$ cat config.mk
export PLATFORM = sky130hd
export DESIGN_NAME = fir_convolution_top_flat
export DESIGN_NICKNAME = d
export VERILOG_FILES = /design/src/rtl/fir_conv_pkg.sv /design/src/rtl/fir_conv_if.sv /design/src/rtl/fir_conv_mem.sv /design/src/rtl/fir_conv_mac.sv /design/src/rtl/fir_convolution_top.sv /design/src/flat_wrapper.sv
export SDC_FILE = /design/constraint.sdc
export NUM_CORES = 1
export LEC_CHECK = 0
export BUFFER_PORTS_ARGS = -buffer_cell sky130_fd_sc_hd__buf_2
export CORE_MARGIN = 4
export CORE_UTILIZATION = 25
export DETAILED_ROUTE_END_ITERATION = 8
export PLACE_DENSITY = 0.36
export SLEW_MARGIN = 20
export SYNTH_ARGS = -nofsm -noshare
export SYNTH_HDL_FRONTEND = slang
export SYNTH_SLANG_ARGS = --single-unit
$ cat constraint.sdc
create_clock -name clk -period 17.3 [get_ports clk]
set_input_delay 3.46 -clock clk [delete_from_list [all_inputs] [get_ports clk]]
set_output_delay 3.46 -clock clk [all_outputs]
set_load 0.03 [all_outputs]
$ cat src/rtl/fir_conv_pkg.sv
// Package for the FIR convolution block: shared constants, item codes,
// controller states and the control structs passed between modules.
// No dependencies.
`default_nettype none

package fir_conv_pkg;

  // Default sizes for the top-level parameters
  localparam int MAX_TAPS_DEF    = 32;
  localparam int SAMPLE_BITS_DEF = 16;

  // Fixed field widths
  localparam int RESULT_BITS     = 40;
  localparam int TAP_COUNT_BITS  = 6;
  localparam int COEF_INDEX_BITS = 5;

  // Tap count after reset
  localparam logic [TAP_COUNT_BITS-1:0] TAP_COUNT_RESET = 6'd32;

  // Width of one multiplier digit of the sample operand
  localparam int DIGIT_BITS = 4;

  // Item kinds carried in the mode field
  localparam logic MODE_COEF   = 1'b0;
  localparam logic MODE_SAMPLE = 1'b1;

  // Sequencer states
  typedef enum logic [2:0] {
    S_IDLE,
    S_READ,
    S_LOAD,
    S_MAC,
    S_OUT
  } fir_state_t;

  // Controls for the coefficient store and sample history
  typedef struct packed {
    logic coef_we;
    logic push;
    logic clear;
  } mem_ctrl_t;

  // Controls for the digit-serial multiply-accumulate unit
  typedef struct packed {
    logic load;
    logic first;
  } mac_ctrl_t;

endpackage

`default_nettype wire

$ cat src/rtl/fir_conv_if.sv
// Channel interfaces for the FIR convolution block: the item channel
// (coefficients and samples) and the result channel. Uses fir_conv_pkg.
`default_nettype none

interface fir_conv_in_if
  import fir_conv_pkg::*;
#(
  parameter int SAMPLE_BITS = SAMPLE_BITS_DEF
) ();
  logic                              valid;
  logic                              ready;
  logic                              mode;
  logic        [COEF_INDEX_BITS-1:0] coef_index;
  logic signed [SAMPLE_BITS-1:0]     coef_value;
  logic signed [SAMPLE_BITS-1:0]     sample;
  logic                              last_sample;

  modport source (
    output valid, mode, coef_index, coef_value, sample, last_sample,
    input  ready
  );
  modport sink (
    input  valid, mode, coef_index, coef_value, sample, last_sample,
    output ready
  );
endinterface

interface fir_conv_out_if
  import fir_conv_pkg::*;
();
  logic                          valid;
  logic                          ready;
  logic signed [RESULT_BITS-1:0] result;
  logic                          last;

  modport source (
    output valid, result, last,
    input  ready
  );
  modport sink (
    input  valid, result, last,
    output ready
  );
endinterface

`default_nettype wire

$ cat src/rtl/fir_conv_mem.sv
// Coefficient store (with per-entry valid bits) and sample history ring
// (with a fill count) for the FIR convolution block. Uses fir_conv_pkg.
`default_nettype none

module fir_conv_mem
  import fir_conv_pkg::*;
#(
  parameter int MAX_TAPS    = MAX_TAPS_DEF,
  parameter int SAMPLE_BITS = SAMPLE_BITS_DEF,
  localparam int IDXW = $clog2(MAX_TAPS),
  localparam int TAPW = $clog2(MAX_TAPS + 1)
) (
  input  wire                          clk,
  input  wire                          rst,
  input  mem_ctrl_t                    ctrl,
  input  wire        [IDXW-1:0]        coef_waddr,
  input  wire signed [SAMPLE_BITS-1:0] coef_wdata,
  input  wire signed [SAMPLE_BITS-1:0] push_data,
  input  wire        [IDXW-1:0]        tap_idx,
  output logic signed [SAMPLE_BITS-1:0] coef_rd,
  output logic signed [SAMPLE_BITS-1:0] samp_rd
);

  localparam int HDEPTH = 2 ** IDXW;

  logic signed [SAMPLE_BITS-1:0] coef_mem [MAX_TAPS];
  logic        [MAX_TAPS-1:0]    coef_vld;
  logic signed [SAMPLE_BITS-1:0] coef_q;
  logic                          coef_vld_q;

  logic signed [SAMPLE_BITS-1:0] hist_mem [HDEPTH];
  logic        [IDXW-1:0]        wp;
  logic        [TAPW-1:0]        fill;
  logic        [IDXW-1:0]        hist_raddr;
  logic signed [SAMPLE_BITS-1:0] samp_q;
  logic                          samp_vld_q;

  // Coefficient memory: write on request, registered read
  always_ff @(posedge clk) begin
    if (ctrl.coef_we) begin
      coef_mem[coef_waddr] <= coef_wdata;
    end
    coef_q <= coef_mem[tap_idx];
  end

  // Valid bits: an unwritten coefficient reads as zero
  always_ff @(posedge clk) begin
    if (rst) begin
      coef_vld   <= '0;
      coef_vld_q <= 1'b0;
    end else begin
      if (ctrl.coef_we) begin
        coef_vld[coef_waddr] <= 1'b1;
      end
      coef_vld_q <= coef_vld[tap_idx];
    end
  end

  assign coef_rd = coef_vld_q ? coef_q : '0;

  // Age of the tap counts back from the newest entry
  assign hist_raddr = wp - IDXW'(1) - tap_idx;

  // History memory: push at the write pointer, registered read
  always_ff @(posedge clk) begin
    if (ctrl.push) begin
      hist_mem[wp] <= push_data;
    end
    samp_q <= hist_mem[hist_raddr];
  end

  // Write pointer and fill count; clear empties the history
  always_ff @(posedge clk) begin
    if (rst) begin
      wp         <= '0;
      fill       <= '0;
      samp_vld_q <= 1'b0;
    end else begin
      if (ctrl.push) begin
        wp <= wp + IDXW'(1);
      end
      if (ctrl.clear) begin
        fill <= '0;
      end else if (ctrl.push && (fill != TAPW'(MAX_TAPS))) begin
        fill <= fill + TAPW'(1);
      end
      samp_vld_q <= (TAPW'(tap_idx) < fill);
    end
  end

  assign samp_rd = samp_vld_q ? samp_q : '0;

endmodule

`default_nettype wire

$ cat src/rtl/fir_conv_mac.sv
// Digit-serial multiply-accumulate unit: multiplies a coefficient by a
// sample one 4-bit digit per cycle into a 40-bit accumulator. Uses fir_conv_pkg.
`default_nettype none

module fir_conv_mac
  import fir_conv_pkg::*;
#(
  parameter int SAMPLE_BITS = SAMPLE_BITS_DEF
) (
  input  wire                          clk,
  input  wire                          rst,
  input  mac_ctrl_t                    ctrl,
  input  wire signed [SAMPLE_BITS-1:0] coef,
  input  wire signed [SAMPLE_BITS-1:0] sample,
  output logic                         digit_last,
  output logic       [RESULT_BITS-1:0] acc
);

  localparam int ND  = (SAMPLE_BITS + DIGIT_BITS - 1) / DIGIT_BITS;
  localparam int OPW = ND * DIGIT_BITS;
  localparam int CW  = $clog2(ND);

  logic signed [SAMPLE_BITS-1:0]          coef_r;
  logic        [OPW-1:0]                  opnd;
  logic        [CW-1:0]                   dcnt;
  logic                                   busy;
  logic        [DIGIT_BITS-1:0]           dig;
  logic signed [DIGIT_BITS:0]             dig_s;
  logic signed [SAMPLE_BITS+DIGIT_BITS:0] pp;
  logic        [RESULT_BITS-1:0]          pp_sh;

  // Current digit; the top digit carries the sample's sign
  assign dig        = opnd[DIGIT_BITS-1:0];
  assign digit_last = busy && (dcnt == CW'(ND - 1));
  assign dig_s      = (dcnt == CW'(ND - 1)) ? $signed({dig[DIGIT_BITS-1], dig})
                                            : $signed({1'b0, dig});
  assign pp         = coef_r * dig_s;
  assign pp_sh      = RESULT_BITS'(pp) << (DIGIT_BITS * dcnt);

  // Sequence control: run one digit per cycle after a load
  always_ff @(posedge clk) begin
    if (rst) begin
      busy <= 1'b0;
      dcnt <= '0;
    end else if (ctrl.load) begin
      busy <= 1'b1;
      dcnt <= '0;
    end else if (busy) begin
      dcnt <= dcnt + CW'(1);
      if (digit_last) begin
        busy <= 1'b0;
      end
    end
  end

  // Operand shift register and accumulator
  always_ff @(posedge clk) begin
    if (ctrl.load) begin
      coef_r <= coef;
      opnd   <= OPW'(sample);
      if (ctrl.first) begin
        acc <= '0;
      end
    end else if (busy) begin
      opnd <= opnd >> DIGIT_BITS;
      acc  <= acc + pp_sh;
    end
  end

endmodule

`default_nettype wire

$ cat src/rtl/fir_convolution_top.sv
// FIR convolution top level: one 16x4 multiply-accumulate per cycle in the digit phase,
// taps taken in turn, each through memory read, operand load and digits.
// A sample is accepted only in the idle state: the next one waits until the last one's
// result and any tail results are loaded into the output register, longer while the
// result channel stalls. A coefficient write is accepted in the idle state.
// Reset clears the history, marks all coefficients as zero and sets 32 taps.
`default_nettype none

module fir_convolution_top
  import fir_conv_pkg::*;
#(
  parameter int MAX_TAPS    = MAX_TAPS_DEF,
  parameter int SAMPLE_BITS = SAMPLE_BITS_DEF
) (
  input  wire                      clk,
  input  wire                      rst,
  input  wire                      cfg_wr_en,
  input  wire [TAP_COUNT_BITS-1:0] cfg_wr_data,
  fir_conv_in_if.sink              item_ch,
  fir_conv_out_if.source           result_ch
);

  localparam int IDXW = $clog2(MAX_TAPS);
  localparam int TAPW = $clog2(MAX_TAPS + 1);

  fir_state_t                    state;
  fir_state_t                    state_next;
  logic [TAP_COUNT_BITS-1:0]     tap_count;
  logic [TAPW-1:0]               taps_use;
  logic [TAPW-1:0]               taps_r;
  logic [TAPW-1:0]               tail_left;
  logic                          fin_r;
  logic [IDXW-1:0]               k;
  logic                          k_last;
  logic                          accept;
  logic                          out_load;
  logic                          out_valid;
  logic [RESULT_BITS-1:0]        out_result;
  logic                          out_last;
  mem_ctrl_t                     mem_ctrl;
  mac_ctrl_t                     mac_ctrl;
  logic signed [SAMPLE_BITS-1:0] push_data;
  logic signed [SAMPLE_BITS-1:0] coef_rd;
  logic signed [SAMPLE_BITS-1:0] samp_rd;
  logic                          digit_last;
  logic [RESULT_BITS-1:0]        acc;

  // Tap count register
  always_ff @(posedge clk) begin
    if (rst) begin
      tap_count <= TAP_COUNT_RESET;
    end else if (cfg_wr_en) begin
      tap_count <= cfg_wr_data;
    end
  end

  // Clamp the tap count into 1..MAX_TAPS
  always_comb begin
    if (tap_count == '0) begin
      taps_use = TAPW'(1);
    end else if (int'(tap_count) > MAX_TAPS) begin
      taps_use = TAPW'(MAX_TAPS);
    end else begin
      taps_use = TAPW'(tap_count);
    end
  end

  assign accept   = item_ch.valid && (state == S_IDLE);
  assign k_last   = (TAPW'(k) + TAPW'(1)) == taps_r;
  assign out_load = (state == S_OUT) && (!out_valid || result_ch.ready);

  // Next state
  always_comb begin
    state_next = state;
    case (state)
      S_IDLE: begin
        if (accept && (item_ch.mode == MODE_SAMPLE)) begin
          state_next = S_READ;
        end
      end
      S_READ: state_next = S_LOAD;
      S_LOAD: state_next = S_MAC;
      S_MAC: begin
        if (digit_last) begin
          state_next = k_last ? S_OUT : S_READ;
        end
      end
      S_OUT: begin
        if (out_load) begin
          state_next = (tail_left != '0) ? S_READ : S_IDLE;
        end
      end
      default: state_next = S_IDLE;
    endcase
  end

  // Outputs of the sequencer
  always_comb begin
    item_ch.ready    = (state == S_IDLE);
    mem_ctrl.coef_we = accept && (item_ch.mode == MODE_COEF) &&
                       (int'(item_ch.coef_index) < MAX_TAPS);
    mem_ctrl.push    = 1'b0;
    mem_ctrl.clear   = 1'b0;
    push_data        = '0;
    mac_ctrl.load    = 1'b0;
    mac_ctrl.first   = 1'b0;
    case (state)
      S_IDLE: begin
        mem_ctrl.push = accept && (item_ch.mode == MODE_SAMPLE);
        push_data     = item_ch.sample;
      end
      S_LOAD: begin
        mac_ctrl.load  = 1'b1;
        mac_ctrl.first = (k == '0);
      end
      S_OUT: begin
        // Shift a zero in for the next tail result, or drop the history
        mem_ctrl.push  = out_load && (tail_left != '0);
        mem_ctrl.clear = out_load && (tail_left == '0) && fin_r;
      end
      default: begin
      end
    endcase
  end

  // State register and run counters
  always_ff @(posedge clk) begin
    if (rst) begin
      state     <= S_IDLE;
      taps_r    <= TAPW'(1);
      tail_left <= '0;
      fin_r     <= 1'b0;
      k         <= '0;
    end else begin
      state <= state_next;
      if (accept && (item_ch.mode == MODE_SAMPLE)) begin
        taps_r    <= taps_use;
        fin_r     <= item_ch.last_sample;
        tail_left <= item_ch.last_sample ? (taps_use - TAPW'(1)) : '0;
        k         <= '0;
      end else if ((state == S_MAC) && digit_last && !k_last) begin
        k <= k + IDXW'(1);
      end else if (out_load && (tail_left != '0)) begin
        tail_left <= tail_left - TAPW'(1);
        k         <= '0;
      end
    end
  end

  // Output register: hold a result until the transaction completes
  always_ff @(posedge clk) begin
    if (rst) begin
      out_valid <= 1'b0;
    end else if (out_load) begin
      out_valid <= 1'b1;
    end else if (result_ch.ready) begin
      out_valid <= 1'b0;
    end
  end

  always_ff @(posedge clk) begin
    if (out_load) begin
      out_result <= acc;
      out_last   <= fin_r && (tail_left == '0);
    end
  end

  assign result_ch.valid  = out_valid;
  assign result_ch.result = out_result;
  assign result_ch.last   = out_last;

  fir_conv_mem #(
    .MAX_TAPS    (MAX_TAPS),
    .SAMPLE_BITS (SAMPLE_BITS)
  ) u_mem (
    .clk        (clk),
    .rst        (rst),
    .ctrl       (mem_ctrl),
    .coef_waddr (IDXW'(item_ch.coef_index)),
    .coef_wdata (item_ch.coef_value),
    .push_data  (push_data),
    .tap_idx    (k),
    .coef_rd    (coef_rd),
    .samp_rd    (samp_rd)
  );

  fir_conv_mac #(
    .SAMPLE_BITS (SAMPLE_BITS)
  ) u_mac (
    .clk        (clk),
    .rst        (rst),
    .ctrl       (mac_ctrl),
    .coef       (coef_rd),
    .sample     (samp_rd),
    .digit_last (digit_last),
    .acc        (acc)
  );

endmodule

`default_nettype wire

$ cat src/flat_wrapper.sv
// flat-port wrapper written by rule: the top's interface ports become plain ports
module fir_convolution_top_flat import fir_conv_pkg::*;
#(
  parameter int MAX_TAPS    = MAX_TAPS_DEF,
  parameter int SAMPLE_BITS = SAMPLE_BITS_DEF
)
  (clk, rst, cfg_wr_en, cfg_wr_data, item_ch_valid, item_ch_mode, item_ch_coef_index, item_ch_coef_value, item_ch_sample, item_ch_last_sample, item_ch_ready, result_ch_valid, result_ch_result, result_ch_last, result_ch_ready);
  fir_conv_in_if #(.SAMPLE_BITS(SAMPLE_BITS)) item_ch_i ();
  fir_conv_out_if result_ch_i ();
  input  wire clk;
  input  wire rst;
  input  wire cfg_wr_en;
  input  wire [TAP_COUNT_BITS-1:0] cfg_wr_data;
  input wire logic [$bits(item_ch_i.valid)-1:0] item_ch_valid;
  input wire logic [$bits(item_ch_i.mode)-1:0] item_ch_mode;
  input wire logic [$bits(item_ch_i.coef_index)-1:0] item_ch_coef_index;
  input wire logic [$bits(item_ch_i.coef_value)-1:0] item_ch_coef_value;
  input wire logic [$bits(item_ch_i.sample)-1:0] item_ch_sample;
  input wire logic [$bits(item_ch_i.last_sample)-1:0] item_ch_last_sample;
  output wire logic [$bits(item_ch_i.ready)-1:0] item_ch_ready;
  output wire logic [$bits(result_ch_i.valid)-1:0] result_ch_valid;
  output wire logic [$bits(result_ch_i.result)-1:0] result_ch_result;
  output wire logic [$bits(result_ch_i.last)-1:0] result_ch_last;
  input wire logic [$bits(result_ch_i.ready)-1:0] result_ch_ready;
  assign item_ch_i.valid = item_ch_valid;
  assign item_ch_i.mode = item_ch_mode;
  assign item_ch_i.coef_index = item_ch_coef_index;
  assign item_ch_i.coef_value = item_ch_coef_value;
  assign item_ch_i.sample = item_ch_sample;
  assign item_ch_i.last_sample = item_ch_last_sample;
  assign item_ch_ready = item_ch_i.ready;
  assign result_ch_valid = result_ch_i.valid;
  assign result_ch_result = result_ch_i.result;
  assign result_ch_last = result_ch_i.last;
  assign result_ch_i.ready = result_ch_ready;
  fir_convolution_top #(.MAX_TAPS(MAX_TAPS), .SAMPLE_BITS(SAMPLE_BITS)) u_core (.clk(clk), .rst(rst), .cfg_wr_en(cfg_wr_en), .cfg_wr_data(cfg_wr_data), .item_ch(item_ch_i), .result_ch(result_ch_i));
endmodule
==> metrics.md <==
| Metric | Value |
|---|---|
| Mapped Nets | roughly 3200 |
| Hold Crit Class | flop to flop |
| Core Rows | 168 |
| Met2 usage | 0.225 |
| Largest net degree at the start of global routing | between 70 and 80 |
| Detail Placement HPWL | 86200 µm |
| Status | completed |
| Die H | approximately 470 µm |
| Crit path required time | about 18 ns |
| Crit path from | u_core.u_mac.dcnt[0] |
| Max Fclk | roughly 130 MHz |
| Area leader, netlist | edfxtp_1 |
| Post-route clock period utilization | 0.459 |
| Asr flop ratio synth | 0 |
| Clock Tree Buf Depth | 3 |
| Unrepaired setup endpoints after global routing | false |
| Final Hold Violating Endpoints | 0 |
| Seq/Total Area, Yosys | 0.688 |
| Via-to-Cell Ratio | between 4 and 5 |
| VDD IR max | roughly 180 µV |
| Worst R2R Start | u_core.u_mac.dcnt[0] |
| GR peak layer | met2 |
| Ys Warns | 0 |
| Average wire per cell in the routed design | between 20 and 25 µm |
| First-pass iteration count of the detailed router | 7 |
| Final setup violation count | 0 |
| Vias in the first global route | about 29000 |
| CORE AREA | 0.210 mm² |
| Synth cell count leaders | edfxtp_1, mux4_2, nor2_1, inv_1, nand2_1 |
| Total Routing Usage GR | 0.132 |
| GP Congestion | 0.802 |
| # Max-Cap Violations | 0 |
| CTS tree | built |
| Worst slew margin | 0.347 |
| Die area | between 0.2 and 0.25 mm² |
| Synth Cell Area | roughly 0.053 mm² |
| Met1 usage | 0.170 |
| Routed via count | about 27000 |
| Share of cells above drive strength 1 | 0.250 |
| Final Max Tran Viols | 0 |
| Synth Register Bits | approximately 1200 |
| Hold Startpoint | u_core.fin_r |
| Drt drc | 0 |
| Clk sinks | around 1200 |
| GR Overflow Total | 0 |
| Count leader, synth | edfxtp_1 |
| Tightest Pin Transition | 0.979 ns |
| Area contributors post-synth | edfxtp_1, mux4_2, dfxtp_1 |
| Routed WL | around 140000 µm |
| Clk pin slew, worst setup/hold paths | ~0.06 ns |
| Initial antenna violation count | 13 |
| Syn Area/Cell | around 18 µm² |
| Layout area overhead | 16.8% |
| Global-route wire length before repair | between 200000 and 250000 µm |
| CP Capture Type | flop |
| Top FF cell, synth | edfxtp_1 |
| TritonCTS buffer count | ~150 |
| Die width | between 400 and 500 µm |
| H-tree levels | 4 |
| # IOs | 93 |
| Setup CP Type | flop to flop |
| Leakage | between 0.015 and 0.02 µW |
| Setup bufs post-CTS | 0 |
| Grt met3 use | 0.0255 |
| # hold bufs at CTS | 0 |
| Pwr dens | ~170 mW/mm² |
| Crit path largest cell delay | 0.50 ns |
| Max Fanout on Critical Path | 38 |
| Critical Path Start Type | flop |
| Hold WS | around 0.46 ns |
| Tot Pwr | about 11000 µW |
| Mapped Cells | 2966 |
| Antenna Nets Post-Route | 0 |
| Synth top area share | 0.647 |
| Post-synth EDFFs | about 1100 |
| Distinct cells, synth | 70 |
| Final net count | around 3300 |
| Post-CTS Resized | 0 |
| Most frequent cell on the critical path | fa_1 |
| Worst skew pair latency | roughly 0.79 ns |
| Post-layout min period | between 7 and 8 ns |
| Initial Utilization | 0.252 |
| CP arrival | around 8.5 ns |
| Iteration-0 DRC count of the detailed router | ~1600 |
| IO Port Bufs | between 90 and 100 |
| Slowest-stage cell, CP | fa_1 |
| Final Skew | around 0.035 ns |
| Setup TNS | 0 ns |
| Clk root buf | clkbuf_16 |
-- metrics by stage --
stage | cell area [µm²] | worst slack [ns] | utilization | instances
2_1_floorplan | 52800 | 10.77 | - | 2966
3_3_place_gp | 57000 | 9.35 | 0.271 | 5764
3_5_place_dp | 57000 | 9.42 | 0.272 | 5764
4_1_cts | 61500 | 9.39 | 0.293 | 6030
5_1_grt | 61600 | 8.71 | 0.294 | 6035
6_report | 61600 | 9.36 | 0.294 | 6044
-- registers in the layout, indices dropped and copies added (netlist names), 5 cells and up --
| register | flops |
|---|---|
| u_core.u_mac.coef_r | 16 |
| u_core.u_mem.fill | 6 |
| u_core.k | 5 |
| u_core.tail_left | 6 |
| u_core.u_mem.coef_vld | 32 |
| u_core.u_mem.wp | 5 |
| u_core.u_mem.coef_mem | 512 |
| u_core.tap_count | 6 |
| u_core.u_mac.opnd | 16 |
| u_core.u_mem.hist_mem | 512 |
| u_core.taps_r | 6 |
| u_core.u_mem.coef_q | 16 |
| u_core.result_ch.result | 40 |
| u_core.u_mem.samp_q | 16 |
| u_core.u_mac.acc | 40 |
-- power breakdown --
| part | switching, µW | internal (µW) |
|---|---|---|
| Clock | 1260 | 1670 |
| Combinational | 2430 | 1590 |
| Sequential | 91.5 | 3650 |
-- critical path: cells and delay by family, from the launching register on --
kind	cells	cell delay, ns
AO/OA/AOI/OAI	13	3.21
buffers and inverters	2	0.41
flip-flops	1	0.30
adder cells (fa/ha/maj)	6	2.54
AND/OR/NAND/NOR	4	1.20
-- final cells by class --
class | count | area, µm²
fill | 20800 | 148000
sequential | 1245 | 36300
multi-input combinational | 1463 | 16000
clock buffer | 178 | 3870
tap | 2805 | 3510
timing repair buffer | 124 | 708
clock inverter | 88 | 698
inverter | 128 | 480
antenna | 13 | 32.5
-- per-layer routing --
metal | routed length (µm) | up-vias
met3 | 5830 | 201
met5 | 13 | -
li1 | - | 11900
met2 | 71700 | 486
met4 | 3620 | 2
met1 | 63000 | 14300
-- layout by cell type (no fill, tap or decap), types with 47 or more instances in the layout --
cell and count:
dfxtp_1 105, nor2_4 57, edfxtp_1 1137, fa_1 51, and2_1 82, buf_2 92, ha_1 96, mux4_2 329
nor2_1 167, inv_1 125, o21ai_0 47, a21oi_1 94, nand2_1 114, clkbuf_16 150
-- path summary, 6_finish.rpt --
| check | end | slack, ns | cells after the start |
|---|---|---|---|
| setup / recovery | u_core.u_mac.acc[36] | 9.36 | 25 |
| hold / removal | u_core.fin_r | 0.46 | 2 |
| setup reg to reg | u_core.u_mac.acc[36] | 9.36 | 25 |
| hold reg to reg | u_core.fin_r | 0.46 | 2 |
-- kinds of logic after synthesis --
| family | after synthesis | synth area share |
|---|---|---|
| multiplexers | 390 | 0.153 |
| adder cells (fa/ha/maj) | 149 | 0.0427 |
| AO/OA/AOI/OAI | 259 | 0.0316 |
| AND/OR/NAND/NOR | 593 | 0.0533 |
| XOR/XNOR | 72 | 0.0124 |
| buffers and inverters | 258 | 0.0191 |
| flip-flops | 1245 | 0.688 |
Power figures use the tool's default switching activity.
